File: config.mk
export PLATFORM = sky130hd
export DESIGN_NAME = m4ct_cfg
export DESIGN_NICKNAME = d
export VERILOG_FILES = /design/src/hdl/matrix4_column_transform_core_defines.svh /design/src/hdl/m4ct_pkg.sv /design/src/hdl/m4ct_cfg.sv
export SDC_FILE = /design/constraint.sdc
export NUM_CORES = 1
export LEC_CHECK = 0
export BUFFER_PORTS_ARGS = -buffer_cell sky130_fd_sc_hd__clkbuf_2
export CAP_MARGIN = 5
export CORE_AREA = 2 2 252 254
export DETAILED_ROUTE_END_ITERATION = 7
export DIE_AREA = 0 0 254 256
export PLACE_DENSITY = 0.71
export SYNTH_ARGS = -nofsm -noshare
export SYNTH_HDL_FRONTEND = slang
export SYNTH_SLANG_ARGS = --single-unit
File: constraint.sdc
create_clock -name clk_i -period 3.1 [get_ports clk_i]
set_input_delay 0.155 -clock clk_i [delete_from_list [all_inputs] [get_ports clk_i]]
set_output_delay 0.155 -clock clk_i [all_outputs]
set_load 0.01 [all_outputs]
File: src/hdl/matrix4_column_transform_core_defines.svh
// assertion macros shared by the matrix transform rtl
`ifndef MATRIX4_COLUMN_TRANSFORM_CORE_DEFINES_SVH
`define MATRIX4_COLUMN_TRANSFORM_CORE_DEFINES_SVH

// same-cycle implication, disabled while reset is asserted
`define M4CT_ASSERT_IMP(label, clk, rst_n, ante, cons, msg) \
  label: assert property (@(posedge clk) disable iff (!rst_n) (ante) |-> (cons)) \
    else $error(msg);

// next-cycle implication, disabled while reset is asserted
`define M4CT_ASSERT_NXT(label, clk, rst_n, ante, cons, msg) \
  label: assert property (@(posedge clk) disable iff (!rst_n) (ante) |=> (cons)) \
    else $error(msg);

`endif

File: src/hdl/m4ct_pkg.sv
// types and constants of the 4x4 matrix column transform
package m4ct_pkg;

  localparam int unsigned NUM_ROWS   = 4;
  localparam int unsigned NUM_COLS   = 4;
  localparam int unsigned NUM_REGS   = 8;
  localparam int unsigned REG_W      = 64;
  localparam int unsigned REG_IDX_W  = 3;
  localparam int unsigned REG_IDX_LSB = 3;
  localparam int unsigned CFG_ADDR_W = REG_IDX_W + REG_IDX_LSB;
  localparam int unsigned DATA_W     = 32;
  localparam int unsigned FRAC_BITS  = 16;
  localparam int unsigned PROD_W     = 2 * DATA_W;
  localparam int unsigned PAIR_W     = PROD_W + 1;
  localparam int unsigned SUM_W      = PROD_W + 2;

  localparam logic [DATA_W-1:0] ONE_Q   = 32'h0001_0000;
  localparam logic [DATA_W-1:0] SAT_MAX = 32'h7FFF_FFFF;
  localparam logic [DATA_W-1:0] SAT_MIN = 32'h8000_0000;

  typedef logic [NUM_REGS-1:0][REG_W-1:0] cfg_regs_t;

  // identity matrix, register 7 first
  localparam cfg_regs_t CFG_RESET = {
    64'h0001_0000_0000_0000, 64'h0,
    64'h0000_0000_0001_0000, 64'h0,
    64'h0,                   64'h0001_0000_0000_0000,
    64'h0,                   64'h0000_0000_0001_0000
  };

  typedef logic [NUM_ROWS-1:0][NUM_COLS-1:0][DATA_W-1:0] coef_mat_t;
  typedef logic [NUM_COLS-1:0][DATA_W-1:0]              vec_t;

  typedef struct packed {
    logic              affine_mode;
    logic signed [31:0] in_x;
    logic signed [31:0] in_y;
    logic signed [31:0] in_z;
    logic signed [31:0] in_w;
    logic              final_column;
  } m4ct_in_t;

  typedef struct packed {
    logic signed [31:0] out_x;
    logic signed [31:0] out_y;
    logic signed [31:0] out_z;
    logic signed [31:0] out_w;
    logic              clipped;
    logic              final_out;
  } m4ct_out_t;

  // per-row partial results travelling down the pipe
  typedef struct packed {
    logic [NUM_ROWS-1:0][NUM_COLS-1:0][PROD_W-1:0] prod;
    logic                                          affine;
    logic                                          final_column;
  } prod_stage_t;

  typedef struct packed {
    logic [NUM_ROWS-1:0][SUM_W-1:0] sum;
    logic                           affine;
    logic                           final_column;
  } sum_stage_t;

endpackage

File: src/hdl/m4ct_cfg.sv
// apb coefficient registers of the matrix transform
module m4ct_cfg (
  input  logic                                 clk_i,
  input  logic                                 rst_ni,
  input  logic                                 psel,
  input  logic                                 penable,
  input  logic                                 pwrite,
  input  logic [m4ct_pkg::CFG_ADDR_W-1:0]      paddr,
  input  logic [m4ct_pkg::REG_W-1:0]           pwdata,
  output logic [m4ct_pkg::REG_W-1:0]           prdata,
  output logic                                 pready,
  output m4ct_pkg::coef_mat_t                  coef_o
);
  import m4ct_pkg::*;

  cfg_regs_t              cfg_q;
  logic [REG_IDX_W-1:0]   reg_idx;

  assign reg_idx = paddr[CFG_ADDR_W-1:REG_IDX_LSB];
  assign pready  = 1'b1;
  assign prdata  = cfg_q[reg_idx];

  // register write on the access phase
  always_ff @(posedge clk_i or negedge rst_ni) begin
    if (!rst_ni) begin
      cfg_q <= CFG_RESET;
    end else if (psel && penable && pwrite && pready) begin
      cfg_q[reg_idx] <= pwdata;
    end
  end

  // unpack two coefficients per register
  for (genvar r = 0; r < NUM_ROWS; r++) begin : g_row
    for (genvar c = 0; c < NUM_COLS; c++) begin : g_col
      assign coef_o[r][c] = cfg_q[r*2 + c/2][(c%2)*DATA_W +: DATA_W];
    end
  end

endmodule

Yosys cells after proc, flatten, opt, wreduce, memory -nomap -nowiden
Index checks and enable logic that the tools add are counted.

operators by class
  $lt $le $gt $ge = 2
  multiplexer cells = 5
  reduce and logical (&&, ||, !) cells = 3

operator list
  kind                  count
  $bwmux W512           1
  $bmux W64 S3          1
  $demux W64 S3         1
  $mux W64              2
  $lt A3 B4 Y1 const B  1
  $ge A3 B1 Y1 const B  1
  $logic_and A1 B1 Y1   3

word-level totals
  flip-flop bits (word level) = 512
  input port bits = 75
  output and inout port bits = 577
  logic and storage cells = 18

Longest topological paths before layout
  depth after elaboration = 5
  mapped depth = 6
  gate-level depth less buffers = 3

Worst setup path after synthesis
No wires, ideal clock.

  path type = input port to output port
  start point = in paddr[3] in the netlist's numbering
  end point = out prdata[0] in the netlist's numbering
  arrival = 1599 ps
  path slack = 1346 ps
  stages on the path = 5
  buffers on the path = 3
  path through = buf_2 buf_2 buf_2 mux4_2 mux2_2

on the way
  cells in the longest elaborated chain, start to end = 2

RTL lines
  item                            RTL line        source
  start, declared                 m4ct_cfg.sv:8   input logic [m4ct_pkg::CFG_ADDR_W-1:0] paddr,
  $bmux W64 S3                    m4ct_cfg.sv:21  assign prdata = cfg_q[reg_idx];
  $mux W64 (implied by the code)  m4ct_cfg.sv:21
  end, declared                   m4ct_cfg.sv:10  output logic [m4ct_pkg::REG_W-1:0] prdata,

No other way between the ends. The select of a mux whose other input is x is not followed.

Worst setup path after layout
  start point = in paddr[3] in the netlist's numbering
  end point = out prdata[13] in the netlist's numbering

The elaborated chain is that of the path after synthesis.

==> out/qor.yml <==
status:
  status: "finished clean"
placement:
  portBuffers: 647
  hpwlAfterDp_um: 46900
  place_congestion: 0.857
route:
  drc: 0
  vias: 15400
  post_drt_via_cell_ratio: 5.27
  drt-initial-drc-count: 759
  routed_wirelength_um: 71300
  wl_per_cell_um: 24.4
  ant_nets: 0
  firstDrtPassIters: 5
sta:
  rsz0062_at_grt: "false"
  final.min_clock_period_ps: 2260
  fmax_ghz: 0.443
  setup_violations: 0
  hold_violations: 0
  tightest_slew_ps: 760
  fin_skew_ps: 0
  finalMaxSlewViolations: 0
  post-route-period-util: 0.728
  finalSetupTns_ps: 0
  slew_headroom: 0.493
clock_tree:
  clk_pin_slew_ps: 60
  cts.sinks: 512
  cts_buffer_depth: 3
  cts_max_level: 2
  cts_tree: "done"
  cts_buffers: 54
  root_buffer: "clkbuf_16"
  clock_latency_ps: 580
synth:
  ys_ff_latch: 512
  synth_cell_type_count: 27
  synth_edf_count: 0
  postSynth.asyncResetShare: 1.00
  syn_nets: 1400
  postSynthAreaPerCell_um2: 17.4
  syn_inst: 1325
  yosys_warnings: 0
  ys.flop_type: "dfrtp_1"
  netlist_area_um2: 23000
  ys_seq_area_frac: 0.556
finish:
  largest_register_ffs: 512
  final_cell_mix: "clkbuf_2 (643), dfrtp_1 (508), mux2_2 (500), mux4_2 (126), dlygate4sd3_1 (65)"
  syn_to_final_growth_pct: 29.9
  fin_nets: 2112
  layout_commonest_cell: "clkbuf_2"
  antenna_cells: 0
  drive_gt1_frac: 0.707
critical_path:
  required_ps: 2940
  startpoint_type: "primary input"
  critical_path.slowest_cell: "mux4_2"
  cp_max_fo: 50
  cp.arrival_ps: 2100
  worstSetupPathType: "primary input to output pin"
  max_stage_delay_ps: 560
  crit_path_end_kind: "output pin"
  crit_chain: "buf_8 -> buf_4 -> mux4_2 -> mux2_2 -> clkbuf_2"
global_routing:
  grt.total_usage: 0.216
  overflow: 0
  grt_pass1_vias: 16700
  antenna_found_initial: 0
  grt_max_degree: 86
  grt_pass1_wl_um: 107000
min_path:
  hold_class: "primary input to async pin"
pwr:
  ir_worst_vdd_mv: 0.510
  p_total_mw: 21.4
  power_density_nw_per_um2: 716
  cellLeakagePower_nw: 14.6
floorplanning:
  start_util: 0.369
  num_rows: 92
  die_area_um2: 65000
  die_y_um: 256
  boundaryPins: 652
  chipWidth_um: 254
  core_um2: 62400
run:
  cap_violations: 0
==> worst max-delay path, delay by kind of cell <==
family | cells | cell delay, ps
buffers and inverters | 3 | 1060
multiplexers | 2 | 840
==> logic make-up after synthesis <==
logic type	after synthesis	synth area share
mux	703	0.415
compound gates	3	0.00114
other cells	1	0.000163
buf+inv	88	0.0212
flops	512	0.556
simple gates	18	0.00630
==> Yosys cell counts (4+ instances only) <==
cell	instances	area (um2)
mux4_2	126	2840
clkbuf_1	11	41.3
nor2_2	4	25.0
mux2_1	15	169
mux2_2	500	5630
buf_2	60	300
dfrtp_1	508	12700
buf_6	7	78.8
buf_4	8	60.1
dfstp_2	4	105
mux2_4	60	901
==> routing by layer <==
layer	GRT usage	wire, um	up-vias
li1	-	-	6448
met1	0.264	27900	8220
met2	0.374	36600	595
met3	0.0504	4520	146
met4	0.0739	2270	0
met5	0	0	-
==> timing repair <==
action | 4_1_cts | 5_1_grt
hold endpoints to repair | 582 | 0
gates resized for setup | 0 | 0
buffers inserted | 0 | 0
hold buffers | 65 | 0
==> worst paths after layout <==
path,start,end,slack [ps],depth (start not counted)
max in group asynchronous,rst_ni,coef_o[466]$_DFFE_PN0P_,1960,3
worst max-delay path,paddr[3],prdata[13],840,5
min in group clk_i,pwrite,coef_o[82]$_DFFE_PN0P_,350,5
worst min register to register,coef_o[330]$_DFFE_PN0P_,coef_o[330]$_DFFE_PN0P_,520,1
worst min-delay path,rst_ni,coef_o[489]$_DFFE_PN0P_,180,2
worst max register to register,coef_o[174]$_DFFE_PN0P_,coef_o[174]$_DFFE_PN0P_,2240,1
==> layout make-up <==
type | count | area (um2)
timing repair buffer | 744 | 4380
fill | 5417 | 32500
clock inverter | 18 | 246
multi-input combinational | 725 | 9770
sequential | 512 | 12800
clock buffer | 78 | 1660
tap | 846 | 1060
==> where the power goes <==
| part | internal (mW) | switching (mW) | total, mW |
|---|---|---|---|
| Combinational | 2.86 | 2.59 | 5.45 |
| Clock | 4.18 | 2.68 | 6.86 |
| Sequential | 8.01 | 1.12 | 9.13 |
==> through the flow <==
step | area (um2) | setup WS [ps] | hold slack, ps | std cells | utilization
floorplan | 23000 | 1350 | -141 | 1325 | -
global route | 29900 | 696 | 237 | 2923 | 0.480
detailed placement | 27400 | 767 | 237 | 2762 | 0.439
finish | 29900 | 844 | 181 | 2923 | 0.480
CTS | 29900 | 800 | 177 | 2923 | 0.480
global placement | 27400 | 806 | 213 | 2762 | 0.439
(Power assumes the default switching activity.)
