File: config.mk
export PLATFORM = sky130hd
export DESIGN_NAME = m4ct_add
export DESIGN_NICKNAME = d
export VERILOG_FILES = /design/src/hdl/matrix4_column_transform_core_defines.svh /design/src/hdl/m4ct_pkg.sv /design/src/hdl/m4ct_add.sv
export SDC_FILE = /design/constraint.sdc
export NUM_CORES = 2
export LEC_CHECK = 0
export BUFFER_PORTS_ARGS = -buffer_cell sky130_fd_sc_hd__buf_2
export CAP_MARGIN = 30
export CORE_AREA = 4 4 497 499
export DETAILED_ROUTE_END_ITERATION = 10
export DIE_AREA = 0 0 501 503
export PLACE_DENSITY = 0.43
export SYNTH_ARGS = -nofsm -noshare
export SYNTH_HDL_FRONTEND = slang
export SYNTH_SLANG_ARGS = --single-unit
File: constraint.sdc
create_clock -name clk_i -period 17.8 [get_ports clk_i]
set_input_delay 2.67 -clock clk_i [delete_from_list [all_inputs] [get_ports clk_i]]
set_output_delay 2.67 -clock clk_i [all_outputs]
set_load 0.01 [all_outputs]
File: src/hdl/matrix4_column_transform_core_defines.svh
// assertion macros shared by the matrix transform rtl
`ifndef MATRIX4_COLUMN_TRANSFORM_CORE_DEFINES_SVH
`define MATRIX4_COLUMN_TRANSFORM_CORE_DEFINES_SVH

// same-cycle implication, disabled while reset is asserted
`define M4CT_ASSERT_IMP(label, clk, rst_n, ante, cons, msg) \
  label: assert property (@(posedge clk) disable iff (!rst_n) (ante) |-> (cons)) \
    else $error(msg);

// next-cycle implication, disabled while reset is asserted
`define M4CT_ASSERT_NXT(label, clk, rst_n, ante, cons, msg) \
  label: assert property (@(posedge clk) disable iff (!rst_n) (ante) |=> (cons)) \
    else $error(msg);

`endif

File: src/hdl/m4ct_pkg.sv
// types and constants of the 4x4 matrix column transform
package m4ct_pkg;

  localparam int unsigned NUM_ROWS   = 4;
  localparam int unsigned NUM_COLS   = 4;
  localparam int unsigned NUM_REGS   = 8;
  localparam int unsigned REG_W      = 64;
  localparam int unsigned REG_IDX_W  = 3;
  localparam int unsigned REG_IDX_LSB = 3;
  localparam int unsigned CFG_ADDR_W = REG_IDX_W + REG_IDX_LSB;
  localparam int unsigned DATA_W     = 32;
  localparam int unsigned FRAC_BITS  = 16;
  localparam int unsigned PROD_W     = 2 * DATA_W;
  localparam int unsigned PAIR_W     = PROD_W + 1;
  localparam int unsigned SUM_W      = PROD_W + 2;

  localparam logic [DATA_W-1:0] ONE_Q   = 32'h0001_0000;
  localparam logic [DATA_W-1:0] SAT_MAX = 32'h7FFF_FFFF;
  localparam logic [DATA_W-1:0] SAT_MIN = 32'h8000_0000;

  typedef logic [NUM_REGS-1:0][REG_W-1:0] cfg_regs_t;

  // identity matrix, register 7 first
  localparam cfg_regs_t CFG_RESET = {
    64'h0001_0000_0000_0000, 64'h0,
    64'h0000_0000_0001_0000, 64'h0,
    64'h0,                   64'h0001_0000_0000_0000,
    64'h0,                   64'h0000_0000_0001_0000
  };

  typedef logic [NUM_ROWS-1:0][NUM_COLS-1:0][DATA_W-1:0] coef_mat_t;
  typedef logic [NUM_COLS-1:0][DATA_W-1:0]              vec_t;

  typedef struct packed {
    logic              affine_mode;
    logic signed [31:0] in_x;
    logic signed [31:0] in_y;
    logic signed [31:0] in_z;
    logic signed [31:0] in_w;
    logic              final_column;
  } m4ct_in_t;

  typedef struct packed {
    logic signed [31:0] out_x;
    logic signed [31:0] out_y;
    logic signed [31:0] out_z;
    logic signed [31:0] out_w;
    logic              clipped;
    logic              final_out;
  } m4ct_out_t;

  // per-row partial results travelling down the pipe
  typedef struct packed {
    logic [NUM_ROWS-1:0][NUM_COLS-1:0][PROD_W-1:0] prod;
    logic                                          affine;
    logic                                          final_column;
  } prod_stage_t;

  typedef struct packed {
    logic [NUM_ROWS-1:0][SUM_W-1:0] sum;
    logic                           affine;
    logic                           final_column;
  } sum_stage_t;

endpackage

File: src/hdl/m4ct_add.sv
// two-level adder tree per row
module m4ct_add (
  input  logic                   clk_i,
  input  logic                   rst_ni,
  input  logic                   prod_valid_i,
  output logic                   prod_ready_o,
  input  m4ct_pkg::prod_stage_t  prod_i,
  output logic                   sum_valid_o,
  input  logic                   sum_ready_i,
  output m4ct_pkg::sum_stage_t   sum_o
);
  import m4ct_pkg::*;

  logic                                  c_valid_q;
  logic [NUM_ROWS-1:0][1:0][PAIR_W-1:0]  pair_q;
  logic                                  aff_q;
  logic                                  fin_q;
  logic                                  c_en;
  logic                                  d_valid_q;
  sum_stage_t                            sum_q;
  logic                                  d_en;

  assign d_en         = !d_valid_q || sum_ready_i;
  assign c_en         = !c_valid_q || d_en;
  assign prod_ready_o = c_en;

  // stage valid bits
  always_ff @(posedge clk_i or negedge rst_ni) begin
    if (!rst_ni) begin
      c_valid_q <= 1'b0;
      d_valid_q <= 1'b0;
    end else begin
      if (c_en) begin
        c_valid_q <= prod_valid_i;
      end
      if (d_en) begin
        d_valid_q <= c_valid_q;
      end
    end
  end

  // pairwise sums of products
  always_ff @(posedge clk_i) begin
    if (c_en && prod_valid_i) begin
      for (int r = 0; r < NUM_ROWS; r++) begin
        for (int h = 0; h < 2; h++) begin
          pair_q[r][h] <= PAIR_W'($signed(prod_i.prod[r][2*h]))
                        + PAIR_W'($signed(prod_i.prod[r][2*h+1]));
        end
      end
      aff_q <= prod_i.affine;
      fin_q <= prod_i.final_column;
    end
  end

  // row totals
  always_ff @(posedge clk_i) begin
    if (d_en && c_valid_q) begin
      for (int r = 0; r < NUM_ROWS; r++) begin
        sum_q.sum[r] <= SUM_W'($signed(pair_q[r][0])) + SUM_W'($signed(pair_q[r][1]));
      end
      sum_q.affine       <= aff_q;
      sum_q.final_column <= fin_q;
    end
  end

  assign sum_valid_o = d_valid_q;
  assign sum_o       = sum_q;

endmodule

# After elaboration in Yosys (flattened, before gate mapping)
# Index checks and enable logic that the tools add are counted.
[word_totals]
wordCells = 36
register_bits = 790
in_bits = 1030
[classes]
addsub = 12
n_reduce_logical = 6
[ops]
columns = ["op", "count"]
rows = [
  ["adder 64 x 64 -> 65 bit", 8],
  ["adder 65 x 65 -> 66 bit", 4],
  ["logical AND 1 bit", 2],
  ["logical NOT 1 bit", 2],
  ["logical OR 1 bit", 2],
]

# Longest topological paths before layout
[depth]
depth_word = 4
depth_mapped = 14
ltp_nobuf = 14

# Worst setup path before layout
# No wires, ideal clock.
[synth_timing]
path_type = "input-to-reg"
from = "in sum_ready_i"
to = "reg aff_q (enable)"
n_path_buf = 0
stages = 2
arrival_ns = 14.690
t_required_ns = 16.844
slack_ns = 2.154
cell_sequence = "nand3b_1 -> and2_1"
[synth_via]
elab_chain_cells = 3
[synth_rtl]
columns = ["item", "line", "source"]
rows = [
  ["from (decl)", "m4ct_add.sv:9", "input logic sum_ready_i,"],
  ["logical OR 1 bit", "m4ct_add.sv:23", "assign d_en = !d_valid_q || sum_ready_i;"],
  ["logical OR 1 bit", "m4ct_add.sv:24", "assign c_en = !c_valid_q || d_en;"],
  ["logical AND 1 bit", "m4ct_add.sv:44", "if (c_en && prod_valid_i) begin"],
  ["to (signal assigned)", "m4ct_add.sv:51", "aff_q <= prod_i.affine;"],
  ["to (decl)", "m4ct_add.sv:16", "logic aff_q;"],
]
# Every way passes these cells.
# A chain may end at the register's enable or synchronous reset.

# Worst setup path in the final report
[layout_timing]
from = "in prod_i[258] (netlist name)"
to = "reg pair_q[186] (netlist name) (data pin)"
[layout_via]
elab_chain_cells = 1
[layout_rtl]
columns = ["item", "line", "source"]
rows = [
  ["from (decl)", "m4ct_add.sv:7", "input m4ct_pkg::prod_stage_t prod_i,"],
  ["adder 64 x 64 -> 65 bit", "m4ct_add.sv:48", "+ PAIR_W'($signed(prod_i.prod[r][2*h+1]));"],
  ["to (signal, indexed assignment)", "m4ct_add.sv:47", "pair_q[r][h] <= PAIR_W'($signed(prod_i.prod[r][2*h]))"],
  ["to (decl)", "m4ct_add.sv:15", "logic [NUM_ROWS-1:0][1:0][PAIR_W-1:0] pair_q;"],
]
# Every way passes these cells.

==> metrics.md <==
| Metric | Value |
|---|---|
| Hold Slack | `0.428 ns` |
| Static leakage | `35.1 nW` |
| Remaining antenna violation count after routing | `0` |
| Drt first pass iters | `9` |
| CTS tree | `done` |
| Post-synthesis cell area | `0.0677 mm^2` |
| Hold_buf cts | `0` |
| Placed wire-length estimate | `263 mm` |
| Max-cap violations | `0` |
| HP Class | `reg -> reg` |
| Worst skew pair latency | `between 0.7 and 0.8 ns` |
| Status | `complete, no violations` |
| Via Count | `between 60000 and 70000` |
| Die ar. | `0.252 mm^2` |
| # nets final | `between 10000 and 15000` |
| Synthesized flop and latch total | `790` |
| Top Ports | `1298` |
| Reg2Reg Depth | `15` |
| Peak VDD IR | `74.9 uV` |
| Skew final | `roughly 0.045 ns` |
| Wire per inst | `26.2 um` |
| Main flop type after synthesis | `edfxtp_1` |
| Synthesized instance count | `7282` |
| H-tree Lvls | `3` |
| Commonest non-fill, non-tap cell in the layout | `buf_2` |
| Final worst-path cycle share | `between 30 and 40%` |
| Resize count post-CTS | `0` |
| Dominant cell type by area after synthesis | `edfxtp_1` |
| Initial Util | `27.9%` |
| Worst EP required | `18.28 ns` |
| Sw frac | `38.7%` |
| Post-synthesis sequential area ratio | `35.0%` |
| Largest net degree at the start of global routing | `139` |
| Sw Pwr | `0.00324 W` |
| Setup_tns | `0 ns` |
| Vias in the first global route | `61400` |
| Die width | `501 um` |
| Mapped Nets | `9096` |
| GRT Util Overall | `23.1%` |
| Share of layout cells above drive strength 1 | `18.2%` |
| Avg Vias per Cell | `5.32` |
| RSZ-0062 raised after global routing | `false` |
| Fin util | `33.3%` |
| Buf+Inv Stages, Crit Path | `1` |
| Slew Limit Fails | `0` |
| Worst hold stages | `0` |
| CTS max path bufs | `3` |
| Critical Path Start Type | `input port` |
| Max-Slew Margin vs Limit | `26.5%` |
| Final number of hold-violating endpoints | `0` |
| Crit path kind | `in -> reg` |
| P per Cell Area | `104 mW/mm^2` |
| Global route overflow | `0` |
| Num CTS Buffers | `slightly above 100` |
| Max stage delay cell, worst path | `o21ai_2` |
| DRT iter0 DRCs | `between 4000 and 5000` |
| IO buf count | `1297` |
| Root Buffer | `clkbuf_16` |
| Setup WS post-layout | `11.37 ns` |
| Clock group share of total power | `26.5%` |
| Clock slew at reported path FFs | `around 0.06 ns` |
| Stages on the worst setup path | `14` |
| Core Area | `0.243 mm^2` |
| Pint | `0.00513 W` |
| Post-route DRC violation count | `0` |
| Crit end category | `flip-flop` |
| WP data arrival | `6.90 ns` |
| Row count | `181` |
| CTS Sinks | `790` |
| Syn avg cell area | `9.30 um^2` |
| Crit path max fanout | `5` |
| Die Ht | `~500 um` |
| Design Area, Final | `0.0809 mm^2` |
| Sequential cell fraction of total power | `~33%` |
| Post-synth cell types | `82` |
| Dpl ws | `around 11 ns` |
| Comb pwr share | `40.6%` |
| Achievable Freq | `0.156 GHz` |
| Placer Congestion | `0.994` |
| Commonest non-fill, non-tap cells in the layout | `1297 x buf_2, 874 x a21oi_1, 788 x edfxtp_1, 772 x ha_1, 533 x a21o_1` |
| Largest cells by area after synthesis | `edfxtp_1 35%, ha_1 14%, a21oi_1 6.5%, a21o_1 5.9%, xnor2_1 5.7%` |
| Fraction of synthesized cell area taken by the top area cell type | `34.9%` |
| Placed Area | `0.0772 mm^2` |
| Yosys warning count | `0` |
| Cells along the critical path | `buf_2 -> ha_1 -> fa_1 -> a21o_1 -> a221oi_2 -> a211oi_1 -> o31a_1 -> o21ai_2 -> a41oi_1 -> a2111oi_4 -> o31ai_1 -> a211o_1 -> o21a_1 -> xor2_1` |
| Slew @ Worst Pin | `~1.1 ns` |
| Async S/R FF share, synth | `0.253%` |
| Post CTS Setup Buffer Count | `0` |
| Overall routed net length | `306 mm` |
| Endpoints failing setup | `0` |
| Final min period | `6.43 ns` |
| Initial antenna violation count | `between 90 and 100` |
| Critical path's largest stage delay | `0.64 ns` |
| Cell family with most CP delay | `compound AO/OA/AOI/OAI gates` |
| Post-synth EDFFs | `788` |
| Layout area overhead | `19.4%` |
| First-pass GRT wire length | `about 430 mm` |
==> layout make-up <==
type                            count  area (um^2)
Clock inverter                     68          948
Sequential cell                   790        23700
Inverter                          224          841
Fill cell                       25400       162000
Timing Repair Buffer             1323         6700
Antenna cell                       34         85.1
Multi-Input combinational cell   5935        41900
Tap cell                         3202         4010
Clock buffer                      119         2640
==> cell usage after synthesis (51+ instances only) <==
library cell and instances:
a21o_1 533, nor2b_1 90, a21oi_1 874, xnor2_1 439
and2_1 56, a31oi_1 96, xor2_1 289, o21bai_1 153
nand3_1 162, edfxtp_1 788, nor2_1 350, a211oi_1 51
ha_1 772, inv_1 224, nand2b_1 84, nand2_1 526
o21ai_0 459, clkbuf_1 320, o21a_1 65, and3_1 65
nor3_1 80, nand4_1 207
==> metal layers <==
metal	part of all wire, %	track usage [%]	up-vias
met5	0.049	0	-
met4	3.7	8.25	24
met2	49	40.5	2200
met3	5.6	3.28	405
met1	42	28.9	29800
li1	-	-	29700
==> power by group through the flow <==
stage                     Combinational [W]  Sequential [W]  Clock [W]
after CTS                           0.00341         0.00276    0.00230
final                               0.00340         0.00275    0.00222
after global placement              0.00341         0.00279          0
after detailed placement            0.00339         0.00279          0
after global routing                0.00371         0.00277    0.00237
after floorplan                     0.00206         0.00281          0
==> state kept, by name, summed over array words and instances (netlist names) <==
register	count
sum_o	266
c_valid_q	1
fin_q	1
sum_valid_o	1
aff_q	1
pair_q	520
==> final timing paths <==
| check | end | start | slack (ns) |
|---|---|---|---|
| worst max-delay path | pair_q[186]$_DFFE_PP_ | prod_i[258] | 11.37 |
| worst max register to register | sum_o[126]$_DFFE_PP_ | pair_q[195]$_DFFE_PP_ | 13.17 |
| worst min register to register | sum_o[0]$_DFFE_PP_ | fin_q$_DFFE_PP_ | 0.43 |
| worst min-delay path | sum_o[0]$_DFFE_PP_ | fin_q$_DFFE_PP_ | 0.43 |
| min in group asynchronous | sum_valid_o$_DFFE_PN0P_ | rst_ni | 1.69 |
| max in group asynchronous | c_valid_q$_DFFE_PN0N_ | rst_ni | 16.01 |
==> cells by family (layout without fill, tap and decap cells) <==
logic type,after synthesis,in the layout,synth area share [%]
AO/OA/AOI/OAI,2651,2651,24.9
XOR/XNOR,728,728,9.41
adder cells (fa/ha/maj),784,784,14.6
buffers and inverters,557,1734,3.11
flip-flops,790,790,35.0
multiplexers,6,6,0.0905
other,0,34,0
AND/OR/NAND/NOR,1766,1766,12.8
==> per-stage QoR <==
stage | std cells | total power [W]
finish | 11700 | 0.00837
global route | 11700 | 0.00885
CTS | 11700 | 0.00847
detailed placement | 11500 | 0.00618
global placement | 11500 | 0.00620
floorplan | 7282 | 0.00487
(Power assumes the default switching activity.)
