[config.mk]
export PLATFORM = sky130hd
export DESIGN_NAME = m4ct_sat
export DESIGN_NICKNAME = d
export VERILOG_FILES = /design/src/hdl/matrix4_column_transform_core_defines.svh /design/src/hdl/m4ct_pkg.sv /design/src/hdl/m4ct_sat.sv
export SDC_FILE = /design/constraint.sdc
export NUM_CORES = 1
export LEC_CHECK = 0
export BUFFER_PORTS_ARGS = -buffer_cell sky130_fd_sc_hd__buf_2
export CAP_MARGIN = 20
export CORE_AREA = 2 2 154 156
export CTS_BUF_LIST = sky130_fd_sc_hd__clkbuf_16
export CTS_CLUSTER_DIAMETER = 80
export DETAILED_ROUTE_END_ITERATION = 8
export DIE_AREA = 0 0 156 158
export GPL_TIMING_DRIVEN = 0
export RECOVER_POWER = 100
export REMOVE_ABC_BUFFERS = 1
export SLEW_MARGIN = 15
export SYNTH_ARGS = -nofsm -noshare
export SYNTH_HDL_FRONTEND = slang
export SYNTH_SLANG_ARGS = --single-unit
[constraint.sdc]
create_clock -name clk_i -period 3.65 [get_ports clk_i]
set_input_delay 0.365 -clock clk_i [delete_from_list [all_inputs] [get_ports clk_i]]
set_output_delay 0.365 -clock clk_i [all_outputs]
set_load 0.05 [all_outputs]
[src/hdl/matrix4_column_transform_core_defines.svh]
// assertion macros shared by the matrix transform rtl
`ifndef MATRIX4_COLUMN_TRANSFORM_CORE_DEFINES_SVH
`define MATRIX4_COLUMN_TRANSFORM_CORE_DEFINES_SVH

// same-cycle implication, disabled while reset is asserted
`define M4CT_ASSERT_IMP(label, clk, rst_n, ante, cons, msg) \
  label: assert property (@(posedge clk) disable iff (!rst_n) (ante) |-> (cons)) \
    else $error(msg);

// next-cycle implication, disabled while reset is asserted
`define M4CT_ASSERT_NXT(label, clk, rst_n, ante, cons, msg) \
  label: assert property (@(posedge clk) disable iff (!rst_n) (ante) |=> (cons)) \
    else $error(msg);

`endif

[src/hdl/m4ct_pkg.sv]
// types and constants of the 4x4 matrix column transform
package m4ct_pkg;

  localparam int unsigned NUM_ROWS   = 4;
  localparam int unsigned NUM_COLS   = 4;
  localparam int unsigned NUM_REGS   = 8;
  localparam int unsigned REG_W      = 64;
  localparam int unsigned REG_IDX_W  = 3;
  localparam int unsigned REG_IDX_LSB = 3;
  localparam int unsigned CFG_ADDR_W = REG_IDX_W + REG_IDX_LSB;
  localparam int unsigned DATA_W     = 32;
  localparam int unsigned FRAC_BITS  = 16;
  localparam int unsigned PROD_W     = 2 * DATA_W;
  localparam int unsigned PAIR_W     = PROD_W + 1;
  localparam int unsigned SUM_W      = PROD_W + 2;

  localparam logic [DATA_W-1:0] ONE_Q   = 32'h0001_0000;
  localparam logic [DATA_W-1:0] SAT_MAX = 32'h7FFF_FFFF;
  localparam logic [DATA_W-1:0] SAT_MIN = 32'h8000_0000;

  typedef logic [NUM_REGS-1:0][REG_W-1:0] cfg_regs_t;

  // identity matrix, register 7 first
  localparam cfg_regs_t CFG_RESET = {
    64'h0001_0000_0000_0000, 64'h0,
    64'h0000_0000_0001_0000, 64'h0,
    64'h0,                   64'h0001_0000_0000_0000,
    64'h0,                   64'h0000_0000_0001_0000
  };

  typedef logic [NUM_ROWS-1:0][NUM_COLS-1:0][DATA_W-1:0] coef_mat_t;
  typedef logic [NUM_COLS-1:0][DATA_W-1:0]              vec_t;

  typedef struct packed {
    logic              affine_mode;
    logic signed [31:0] in_x;
    logic signed [31:0] in_y;
    logic signed [31:0] in_z;
    logic signed [31:0] in_w;
    logic              final_column;
  } m4ct_in_t;

  typedef struct packed {
    logic signed [31:0] out_x;
    logic signed [31:0] out_y;
    logic signed [31:0] out_z;
    logic signed [31:0] out_w;
    logic              clipped;
    logic              final_out;
  } m4ct_out_t;

  // per-row partial results travelling down the pipe
  typedef struct packed {
    logic [NUM_ROWS-1:0][NUM_COLS-1:0][PROD_W-1:0] prod;
    logic                                          affine;
    logic                                          final_column;
  } prod_stage_t;

  typedef struct packed {
    logic [NUM_ROWS-1:0][SUM_W-1:0] sum;
    logic                           affine;
    logic                           final_column;
  } sum_stage_t;

endpackage

[src/hdl/m4ct_sat.sv]
// shift, saturate and output register
module m4ct_sat (
  input  logic                  clk_i,
  input  logic                  rst_ni,
  input  logic                  sum_valid_i,
  output logic                  sum_ready_o,
  input  m4ct_pkg::sum_stage_t  sum_i,
  output logic                  out_valid_o,
  input  logic                  out_ready_i,
  output m4ct_pkg::m4ct_out_t   out_o
);
  import m4ct_pkg::*;

  localparam int unsigned TOP_LSB = DATA_W + FRAC_BITS - 1;

  logic [NUM_ROWS-1:0][DATA_W-1:0] row_val;
  logic [NUM_ROWS-1:0]             row_clip;
  logic [SUM_W-1:TOP_LSB]          top_bits;
  logic                            e_en;
  logic                            out_valid_q;
  m4ct_out_t                       out_q;
  m4ct_out_t                       out_d;

  // per-row range check and clamp
  always_comb begin
    row_val  = '0;
    row_clip = '0;
    top_bits = '0;
    for (int r = 0; r < NUM_ROWS; r++) begin
      top_bits = sum_i.sum[r][SUM_W-1:TOP_LSB];
      if ((&top_bits) || !(|top_bits)) begin
        row_val[r] = sum_i.sum[r][FRAC_BITS +: DATA_W];
      end else begin
        row_clip[r] = 1'b1;
        row_val[r]  = sum_i.sum[r][SUM_W-1] ? SAT_MIN : SAT_MAX;
      end
    end
    // row 3 is not produced in affine mode
    if (sum_i.affine) begin
      row_val[3]  = '0;
      row_clip[3] = 1'b0;
    end
    out_d.out_x     = row_val[0];
    out_d.out_y     = row_val[1];
    out_d.out_z     = row_val[2];
    out_d.out_w     = row_val[3];
    out_d.clipped   = |row_clip;
    out_d.final_out = sum_i.final_column;
  end

  assign e_en        = !out_valid_q || out_ready_i;
  assign sum_ready_o = e_en;

  // output valid
  always_ff @(posedge clk_i or negedge rst_ni) begin
    if (!rst_ni) begin
      out_valid_q <= 1'b0;
    end else if (e_en) begin
      out_valid_q <= sum_valid_i;
    end
  end

  // output payload
  always_ff @(posedge clk_i) begin
    if (e_en && sum_valid_i) begin
      out_q <= out_d;
    end
  end

  assign out_valid_o = out_valid_q;
  assign out_o       = out_q;

endmodule

After elaboration in Yosys (flattened, before gate mapping) --
Cells that the tools add are included.
Cells by class: mux-type cells 13, reduce and logical (&&, ||, !) cells 20
Operators by type and width (count):
- 32-bit two-way mux | 8
- 19-bit AND reduction | 4
- 19-bit OR reduction | 4
- 1-bit logical NOT | 5
- 1-bit logical OR | 5
- 1-bit two-way mux | 5
- 4-bit OR reduction | 1
- 1-bit logical AND | 1
Storage, ports and cells: bits in registers 131, bits of input ports 270, output and inout port bits 132, word-level logic and storage cells 40

Logic depth before layout (Yosys ltp) --
Gate-level depths: netlist (run 1).
depth in word-level cells 6, gate-level depth with buffers 7

Worst setup path after synthesis (run 1) --
No wires, ideal clock.
kind register to register, from register out_valid_q, in the netlist out_valid_o, to register out_q (netlist bit out_o[0]) (enable), arrival time 4.124 ns, setup slack -0.978 ns, cell stages (with the launch flop) 3, buffers on the path 0, clock period less this slack 4.628 ns, cells stage by stage dfrtp_1 -> nand2b_1 -> and2_1
On the way: longest elaborated chain between the ends 3
Ends and longest elaborated chain:
- start, declared | RTL line m4ct_sat.sv:20 | logic out_valid_q;
- start signal, assigned | RTL line m4ct_sat.sv:59 | out_valid_q <= sum_valid_i;
- 1-bit logical NOT | RTL line m4ct_sat.sv:51 | assign e_en = !out_valid_q || out_ready_i;
- 1-bit logical OR | RTL line m4ct_sat.sv:51
- named net sum_ready_o | RTL line m4ct_sat.sv:6 | output logic sum_ready_o,
- 1-bit logical AND | RTL line m4ct_sat.sv:65 | if (e_en && sum_valid_i) begin
- end signal, assigned | RTL line m4ct_sat.sv:66 | out_q <= out_d;
- end, declared | RTL line m4ct_sat.sv:21 | m4ct_out_t out_q;
The timed path passes the listed nets, and every way through them passes these cells. A chain may end at the register's enable or synchronous reset.

==> metrics, run 1 <==
die area=24600 µm²; CP max FO=32; clk root buf=clkbuf_16; initial antenna violation count=2; Pre-antenna DRT Iters=4; first-pass GRT wire length=roughly 23000 µm; post-DP HPWL=11400 µm; skew final=0.00964 ns; CTS max path bufs=2; number of global-route vias before repair=~4400; crit path cell chain=clkbuf_1 > nor4_1 > nand4_1 > nor4_1 > a31o_1 > nand4_1; average size of a mapped cell=about 14 µm²; hold depth=1; Chip Height=approximately 160 µm; final setup vio count=0; Peak VDD IR=around 0.00026 V; register area share after synthesis=70.7%; critical path startpoint category=primary input; Crit. End Element=flop; number of setup buffers added after CTS=0; ranking of synthesized cells by area=edfxtp_1 (70%), a21o_1 (13%), a21oi_1 (2.8%); Async SR Flop Fraction=0.763%; Pleak=0.00335 µW; Skew-Pair Late Insertion Delay=about 0.41 ns; chip width=about 160 µm; Area growth syn-to-layout=43.3%; TritonCTS clock tree=yes; RSZ-0062 raised after global routing=no; Final ANT Viol Nets=0; Ys Warns=0; critical path class=primary input to flop; period utilization=67.8%; Syn Std Cell Area=5560 µm²; Final Hold Fails=0; GRT overflow=0; most frequent cells in the layout=buf_2 (202), clkbuf_1 (135), edfxtp_1 (130), a21o_1 (93); share of layout cells above drive strength 1=33.5%; Reg2Reg Depth=3; power density cells=489 nW/µm²; max-slew violation count=0; drc violations=0; slew margin rel.=3.80%; Worst-path clk slew=0.06 ns; RePlAce Congestion=0.754; Req. time, crit path=3.75 ns; DRT iter0 DRCs=230; # fillers=2352; internal power=2780 µW; placed insts=985; distinct cell type count after synthesis=23; Total GRT Usage=~12%; via density per instance=4.51; Seq pwr share=45.6%; Clock power frac=around two fifths; Post-synth EDFFs=130; ys flop type=edfxtp_1; Layout Cells excl Fill=1020; crit path time final=2.48 ns; largest net degree at the start of global routing=61; most common cell after layout, fill and taps aside=buf_2; IO Port Bufs=between 300 and 400; Worst Path Arrival=2.58 ns; core area=23100 µm²; WL/cell=15.5 µm; post-synth top area share=70.2%; Gate power share=15.7%; Final Net Count=987; CP peak stage delay=between 0.9 and 1 ns; fmax=just over 0.4 GHz; Max Cap Viol=0; number of synthesized register bits=131; row count=56; Switching Fraction=28.7%; CTS Buf Count=17; status=finished, final reports clean; CTS H-tree lvls=4; slowest CP cell=a31o_1; WL final=approximately 16000 µm; DR vias=around 4600; Ports=402; switching power=1120 µW; Syn Inst Count=385; clock tree sinks=131; Synth area leader=edfxtp_1; worst hold path class=primary input to flop; fin util=34.6%; Worst-Margin Slew=1.44 ns; initial core utilization=about 24%
## layer usage
metal / global-route usage, % / vias up / wire, µm / share of wire [%]
met5: 0 / - / 13 / 0.082
met4: 4.37 / 2 / 264 / 1.7
met3: 5.39 / 23 / 1380 / 8.7
met2: 21.3 / 190 / 8090 / 51
met1: 13.6 / 2182 / 6100 / 38
li1: - / 2201 / - / -
## final timing paths
path,startpoint,end,slack [ns]
max reg2reg,out_valid_o,out_o[96],1.30
min,sum_i[0],out_o[0],0.15
min in group asynchronous,rst_ni,out_valid_o,0.27
min reg2reg,out_valid_o,out_valid_o,0.54
max,sum_i[67],out_o[1],1.17
max in group asynchronous,rst_ni,out_valid_o,3.30
## cells by family after synthesis
group	after synthesis	synth area share, %
flip-flops	131	70.7
buffers and inverters	35	3.33
AO/OA/AOI/OAI	161	19.1
AND/OR/NAND/NOR	58	6.91
## Yosys cell counts, types with 4 or more instances
library cell,n
a21o_1,93
a21oi_1,31
nand4_1,21
nor2_1,6
edfxtp_1,130
buf_4,4
clkbuf_1,14
buf_2,13
nor4_1,18
o21ai_0,31
## area by class of cell
cell class / instances / area, µm² / share of cell area [%]
clock inverter: 14 / 91.3 / 1.15
sequential: 131 / 3930 / 49.3
antenna: 1 / 2.50 / 0.0314
timing repair buffer: 348 / 1690 / 21.2
tap: 290 / 363 / 4.55
clock buffer: 17 / 425 / 5.34
multi-input combinational: 219 / 1470 / 18.4
## power by group through the flow
stage,clock (µW),combinational (µW),sequential (µW)
3_5_place_dp,0,638,1810
5_1_grt,1630,649,1780
2_1_floorplan,0,108,2100
4_1_cts,1580,640,1770
3_3_place_gp,0,628,1820
6_report,1510,610,1780
## state kept, by name, summed over array words and instances (netlist names)
register and cells:
out_o 130, out_valid_o 1
## stage by stage
step                      total power [µW]  instance area [µm²]  setup TNS (ns)  worst slack [ns]  hold slack [ns]
after global placement                2450                 7420         -278.70             -1.89            0.141
after floorplan                       2210                 5370         -127.14            -0.978           0.0694
after global routing                  4070                 7970               0             0.838            0.117
after detailed placement              2440                 7610               0             0.390            0.142
after CTS                             3990                 8140               0             0.832            0.121
final                                 3890                 7970               0              1.17            0.151
## critical path: cells and delay by family
| family | cells | cell delay [ns] |
|---|---|---|
| compound gates | 1 | 0.96 |
| buf+inv | 1 | 0.13 |
| simple gates | 4 | 1.11 |
## repair_timing
item                                   4_1_cts  5_1_grt
hold buffers                                 1        0
endpoints found under the hold margin        1        0
setup endpoints to repair                    0        0
resized for setup                            0        0
Note: power is estimated with default switching activity, not from simulation.
==> inputs of run 2 (changes only) <==
--- a/config.mk
+++ b/config.mk
@@ -7,11 +7,11 @@
 export LEC_CHECK = 0
 export BUFFER_PORTS_ARGS = -buffer_cell sky130_fd_sc_hd__buf_2
 export CAP_MARGIN = 20
-export CORE_AREA = 2 2 154 156
+export CORE_AREA = 2 2 155 157
 export CTS_BUF_LIST = sky130_fd_sc_hd__clkbuf_16
 export CTS_CLUSTER_DIAMETER = 80
 export DETAILED_ROUTE_END_ITERATION = 8
-export DIE_AREA = 0 0 156 158
+export DIE_AREA = 0 0 157 159
 export GPL_TIMING_DRIVEN = 0
 export RECOVER_POWER = 100
 export REMOVE_ABC_BUFFERS = 1
==> constraint.sdc (replaced) <==
create_clock -name clk_i -period 2.3 [get_ports clk_i]
set_input_delay 0.23 -clock clk_i [delete_from_list [all_inputs] [get_ports clk_i]]
set_output_delay 0.23 -clock clk_i [all_outputs]
set_load 0.05 [all_outputs]
==> run 2 against run 1 <==
  * Register-to-register slack got worse by 0.98 ns
  * Non-clock buffer count grew 2
  * Via count is 1.3% higher
  * Count of clock-buffer cells in the layout unchanged
  * Utilization up 0.31 points
  * Highest routed layer unchanged
  * First-iteration DRC count is 28% higher
  * Final cell count is 3.1% higher
  * Worst hold slack got worse by 0.10 ns
  * Die area up 1.3%
  * Setup slack lost 0.85 ns
  * Flip-flop and latch count stayed put
==> metrics, run 2 (synthesis gave the netlist of run 1 again) <==
Skew-Pair Late Insertion Delay=0.40 ns (was 0.41 ns); fin area=8090 µm² (was 7970 µm²); GRT overflow=0 (unchanged); critical path startpoint category=primary input (unchanged); Crit. End Element=flop (unchanged); DRT iter0 DRCs=294 (was 230); RSZ-0062 raised after global routing=no (unchanged); initial core utilization=24.0% (was 24.1%); most frequent cells in the layout=buf_2 (200), clkbuf_1 (137), edfxtp_1 (130), a21o_1 (93) (was buf_2 (202), clkbuf_1 (135), edfxtp_1 (130), a21o_1 (93)); fmax=0.505 GHz; drc violations=0 (unchanged); status=finished, final reports clean (unchanged); CP max FO=33 (was 32); WL/cell=15.7 µm (was 15.5 µm); Final ANT Viol Nets=0 (unchanged); Peak VDD IR=0.000379 V (was 0.000258 V); buffers plus inverters on the worst setup path=1 (unchanged); Chip Height=159 µm (was 158 µm); switching power=1800 µW (was 1120 µW); first-pass GRT wire length=25100 µm (was 23400 µm); most common cell after layout, fill and taps aside=buf_2 (unchanged); critical path class=primary input to flop (unchanged); initial antenna violation count=2 (unchanged); Ports=402 (unchanged); Gate power share=14.9% (was 15.7%); die area=25000 µm² (was 24600 µm²); worst hold path class=primary input to flop (unchanged); max-slew violation count=0 (unchanged); Pre-antenna DRT Iters=5 (was 4); slew margin rel.=52.1% (was 3.80%); clock tree sinks=131 (unchanged); share of layout cells above drive strength 1=34.0% (was 33.5%); crit path time final=between 1.5 and 2 ns; chip width=157 µm (was 156 µm); Final Hold Fails=0 (unchanged); Req. time, crit path=2.43 ns (was 3.75 ns); slowest CP cell=and4_2 (was a31o_1); TritonCTS clock tree=yes (unchanged); largest net degree at the start of global routing=53 (was 61); Final Net Count=989 (was 987); skew final=0.00469 ns (was 0.00964 ns); power density cells=808 nW/µm² (was 489 nW/µm²); crit path cell chain=buf_2 > nand4_1 > nor4_1 > and4_2 > or3_2 > a21oi_1 (was clkbuf_1 > nor4_1 > nand4_1 > nor4_1 > a31o_1 > nand4_1); Pleak=0.00339 µW (was 0.00335 µW); # fillers=2374 (was 2352); DR vias=4657 (was 4598); pre-CTS WS=-0.857 ns (was 0.390 ns); number of global-route vias before repair=4752 (was 4403); clk root buf=clkbuf_16 (unchanged); CTS Buf Count=17 (unchanged); Worst-path clk slew=0.06 ns (about the same); period utilization=between 80% and 90%; flip-flop count of the largest register after layout=130 (unchanged); Clock power frac=42.0% (was 38.7%); IO Port Bufs=337 (unchanged); Seq pwr share=43.1% (was 45.6%); post-DP HPWL=12000 µm (was 11400 µm); Worst-Margin Slew=0.719 ns (was 1.44 ns); Max Cap Viol=0 (unchanged); CTS max path bufs=2 (unchanged); core area=23200 µm² (was 23100 µm²); Area growth syn-to-layout=45.5% (was 43.3%); final setup vio count=0 (unchanged); Total GRT Usage=13.0% (was 12.4%); Switching Fraction=27.5% (was 28.7%); via density per instance=4.43 (was 4.51); CP peak stage delay=0.64 ns (was 0.96 ns); RePlAce Congestion=0.805 (was 0.754); Cell Area, Placed=7640 µm² (was 7610 µm²); CTS H-tree lvls=4 (unchanged); row count=56 (unchanged); WL final=16500 µm (was 15800 µm); Crit path max-delay family=simple AND/OR/NAND/NOR gates (unchanged); Worst Path Arrival=2.11 ns (was 2.58 ns); internal power=4740 µW (was 2780 µW); worst setup slack after layout=0.320 ns (was 1.17 ns)
[run 2: path summary, 6_finish.rpt]
path,start,to,slack (ns),cells after the start
min in group asynchronous,rst_ni,out_valid_o,0.14,2
worst max-delay path,sum_i[253],out_o[14],0.32,6
worst max register to register,out_valid_o,out_o[26],0.32,4
worst min-delay path,sum_valid_i,out_valid_o,0.05,2
max in group asynchronous,rst_ni,out_valid_o,2.06,2
worst min register to register,out_valid_o,out_valid_o,0.57,2
[run 2: per-stage QoR]
step / utilization [%] / TNS (ns) / hold slack (ns) / std cells / power (µW)
3_3_place_gp: 32.2 / -591.39 / 0.00629 / 1006 / 3890
2_1_floorplan: - / -338.00 / -0.0656 / 350 / 3510
6_report: 34.9 / 0 / 0.0466 / 1052 / 6540
3_5_place_dp: 32.9 / -25.80 / 0.00908 / 1014 / 3880
4_1_cts: 35.6 / 0 / 0.0256 / 1048 / 6670
5_1_grt: 34.9 / 0 / 0.0360 / 1051 / 6800
[run 2: power groups by stage]
stage / clock [µW] / sequential [µW] / combinational [µW]
finish: 2740 / 2820 / 976
detailed placement: 0 / 2860 / 1020
global placement: 0 / 2890 / 1000
CTS: 2820 / 2820 / 1020
global route: 2930 / 2830 / 1040
floorplan: 0 / 3340 / 171
[run 2: what timing repair did]
action                     4_1_cts  5_1_grt
hold endpoints to repair         2        0
hold buffers                     2        0
gates resized for setup          2        0
buffers inserted                 0        3
pin swaps                        0        1
setup endpoints to repair       32       32
[run 2: area by class of cell]
| cell class | count | area (µm²) | area share, % |
|---|---|---|---|
| Tap cell | 319 | 399 | 4.93 |
| Timing Repair Buffer | 350 | 1680 | 20.8 |
| Sequential cell | 131 | 3930 | 48.6 |
| Multi-Input combinational cell | 219 | 1490 | 18.4 |
| Antenna cell | 1 | 2.50 | 0.0309 |
| Clock inverter | 15 | 168 | 2.07 |
| Clock buffer | 17 | 425 | 5.26 |
[run 2: metal layers]
| metal | track usage [%] | routed length (µm) |
|---|---|---|
| met5 | 0 | 13 |
| met2 | 22.8 | 8630 |
| met3 | 4.19 | 1280 |
| met4 | 5.30 | 325 |
| met1 | 14.5 | 6270 |
==> inputs of run 3 (changes only) <==
--- a/config.mk
+++ b/config.mk
@@ -7,11 +7,11 @@
 export LEC_CHECK = 0
 export BUFFER_PORTS_ARGS = -buffer_cell sky130_fd_sc_hd__buf_2
 export CAP_MARGIN = 20
-export CORE_AREA = 2 2 155 157
+export CORE_AREA = 2 2 156 158
 export CTS_BUF_LIST = sky130_fd_sc_hd__clkbuf_16
 export CTS_CLUSTER_DIAMETER = 80
 export DETAILED_ROUTE_END_ITERATION = 8
-export DIE_AREA = 0 0 157 159
+export DIE_AREA = 0 0 158 160
 export GPL_TIMING_DRIVEN = 0
 export RECOVER_POWER = 100
 export REMOVE_ABC_BUFFERS = 1
==> run 3 against run 2 <==
  * Sequential power is essentially flat
  * Utilization is 0.80 points lower
  * Clock skew rose by 0.0068 ns
  * Routed wire length down 2.3%
  * Fmax down 4.4%
==> metrics, run 3 (synthesis gave the netlist of run 1 again) <==
die area=25300 µm² (was 25000 µm²); number of setup buffers added after CTS=0 (unchanged); pre-CTS WS=-0.927 ns (was -0.857 ns); Max Cap Viol=0 (unchanged); GRT overflow=0 (unchanged); WL final=16100 µm (was 16500 µm); via density per instance=4.41 (was 4.43); largest net degree at the start of global routing=60 (was 53); period utilization=90.0% (was 86.1%); Final ANT Viol Nets=0 (unchanged); CTS Buf Count=17 (unchanged); TritonCTS clock tree=yes (unchanged); Worst-Margin Slew=0.826 ns (was 0.719 ns); Req. time, crit path=2.42 ns (was 2.43 ns); RePlAce Congestion=0.743 (was 0.805); TNS Setup=0 ns (unchanged); final setup vio count=0 (unchanged); critical path startpoint category=primary input (unchanged); CTS max path bufs=2 (unchanged); Critical Path Source=sum_i[247] (was sum_i[253]); Worst-path clk slew=0.06 ns (about the same); row count=57 (was 56); WL/cell=15.3 µm (was 15.7 µm); Skew-Pair Late Insertion Delay=0.41 ns (was 0.40 ns); fmax=0.483 GHz (was 0.505 GHz); worst hold path class=primary input to flop (unchanged); slew margin rel.=44.9% (was 52.1%); Crit. End Element=flop (unchanged); most common cell after layout, fill and taps aside=buf_2 (unchanged); share of layout cells above drive strength 1=34.4% (was 34.0%); flip-flop count of the largest register after layout=130 (unchanged); DRT iter0 DRCs=227 (was 294); CTS H-tree lvls=4 (unchanged); Peak VDD IR=0.000378 V (was 0.000379 V); Ports=402 (unchanged); Hold Slack=0.0725 ns (was 0.0466 ns); status=finished, final reports clean (unchanged); IO Port Bufs=337 (unchanged); initial core utilization=23.3% (was 24.0%); Total GRT Usage=12.3% (was 13.0%); first-pass GRT wire length=24000 µm (was 25100 µm); Final Hold Fails=0 (unchanged); clock tree sinks=131 (unchanged); max-slew violation count=0 (unchanged); skew final=0.0115 ns (was 0.00469 ns); hold_sp=sum_valid_i (unchanged); Pre-antenna DRT Iters=4 (was 5); reg2reg start=out_valid_o (unchanged); worst setup slack after layout=0.229 ns (was 0.320 ns); number of global-route vias before repair=4634 (was 4752); Final Net Count=988 (was 989); core area=23800 µm² (was 23200 µm²); RSZ-0062 raised after global routing=no (unchanged); drc violations=0 (unchanged); Area growth syn-to-layout=46.0% (was 45.5%); clk root buf=clkbuf_16 (unchanged); Chip Height=160 µm (was 159 µm); Pleak=0.00340 µW (was 0.00339 µW); power density cells=830 nW/µm² (was 808 nW/µm²); critical path class=primary input to flop (unchanged); crit path time final=2.07 ns (was 1.98 ns); post-DP HPWL=11500 µm (was 12000 µm); initial antenna violation count=3 (was 2); CP max FO=33 (unchanged); most frequent cells in the layout=buf_2 (201), clkbuf_1 (136), edfxtp_1 (130), a21o_1 (93) (was buf_2 (200), clkbuf_1 (137), edfxtp_1 (130), a21o_1 (93)); DR vias=4658 (was 4657); chip width=158 µm (was 157 µm); Worst Path Arrival=2.19 ns (was 2.11 ns)
-- run 3: area by class of cell --
type                            instances  area [µm²]
Fill cell                            2489       15700
Multi-Input combinational cell        219        1490
Clock buffer                           17         425
Timing Repair Buffer                  349        1650
Tap cell                              324         405
Sequential cell                       131        3930
Antenna cell                            3        7.51
Clock inverter                         14         213
-- run 3: worst max-delay path: stages --
cell	delay, ns
clkbuf_1	0.09
nand4_1	0.11
nor4_1	0.27
and4_2	0.67
or3_2	0.64
a21oi_1	0.16
-- run 3: where the power goes --
part           switching [µW]  total [µW]  internal, µW
Clock                    1040        2950          1910
Combinational             711         963           253
Sequential               31.1        2820          2790
-- run 3: stage by stage --
step / cell area, µm² / instances / power [µW] / util (%)
after floorplan: 5370 / 350 / 3510 / -
after global placement: 7470 / 1011 / 3890 / 31.3
after detailed placement: 7670 / 1021 / 3880 / 32.2
after CTS: 8330 / 1054 / 6890 / 35.0
after global routing: 8110 / 1055 / 6990 / 34.1
final: 8120 / 1057 / 6730 / 34.1
-- run 3: metal layers --
layer / GRT usage [%] / part of all wire (%) / vias to the layer above / routed length, µm
met1: 13.4 / 38 / 2230 / 6200
met2: 21.6 / 51 / 206 / 8260
met5: 0 / 0 / - / 0
li1: - / - / 2205 / -
met4: 5.24 / 1.9 / 0 / 310
met3: 4.12 / 8.4 / 17 / 1360
-- run 3: path summary, 6_finish.rpt --
kind	to	slack [ns]	cells past startpoint
setup / recovery	out_o[30]	0.23	6
hold / removal	out_valid_o	0.07	2
setup reg to reg	out_o[5]	0.31	3
hold reg to reg	out_valid_o	0.60	2
max in group asynchronous	out_valid_o	2.07	2
min in group asynchronous	out_valid_o	0.15	2
-- run 3: what timing repair did --
action,in CTS,in global routing
gates resized for setup,2,0
endpoints found under the hold margin,2,0
hold buffers,2,0
endpoints found under the setup margin,32,0
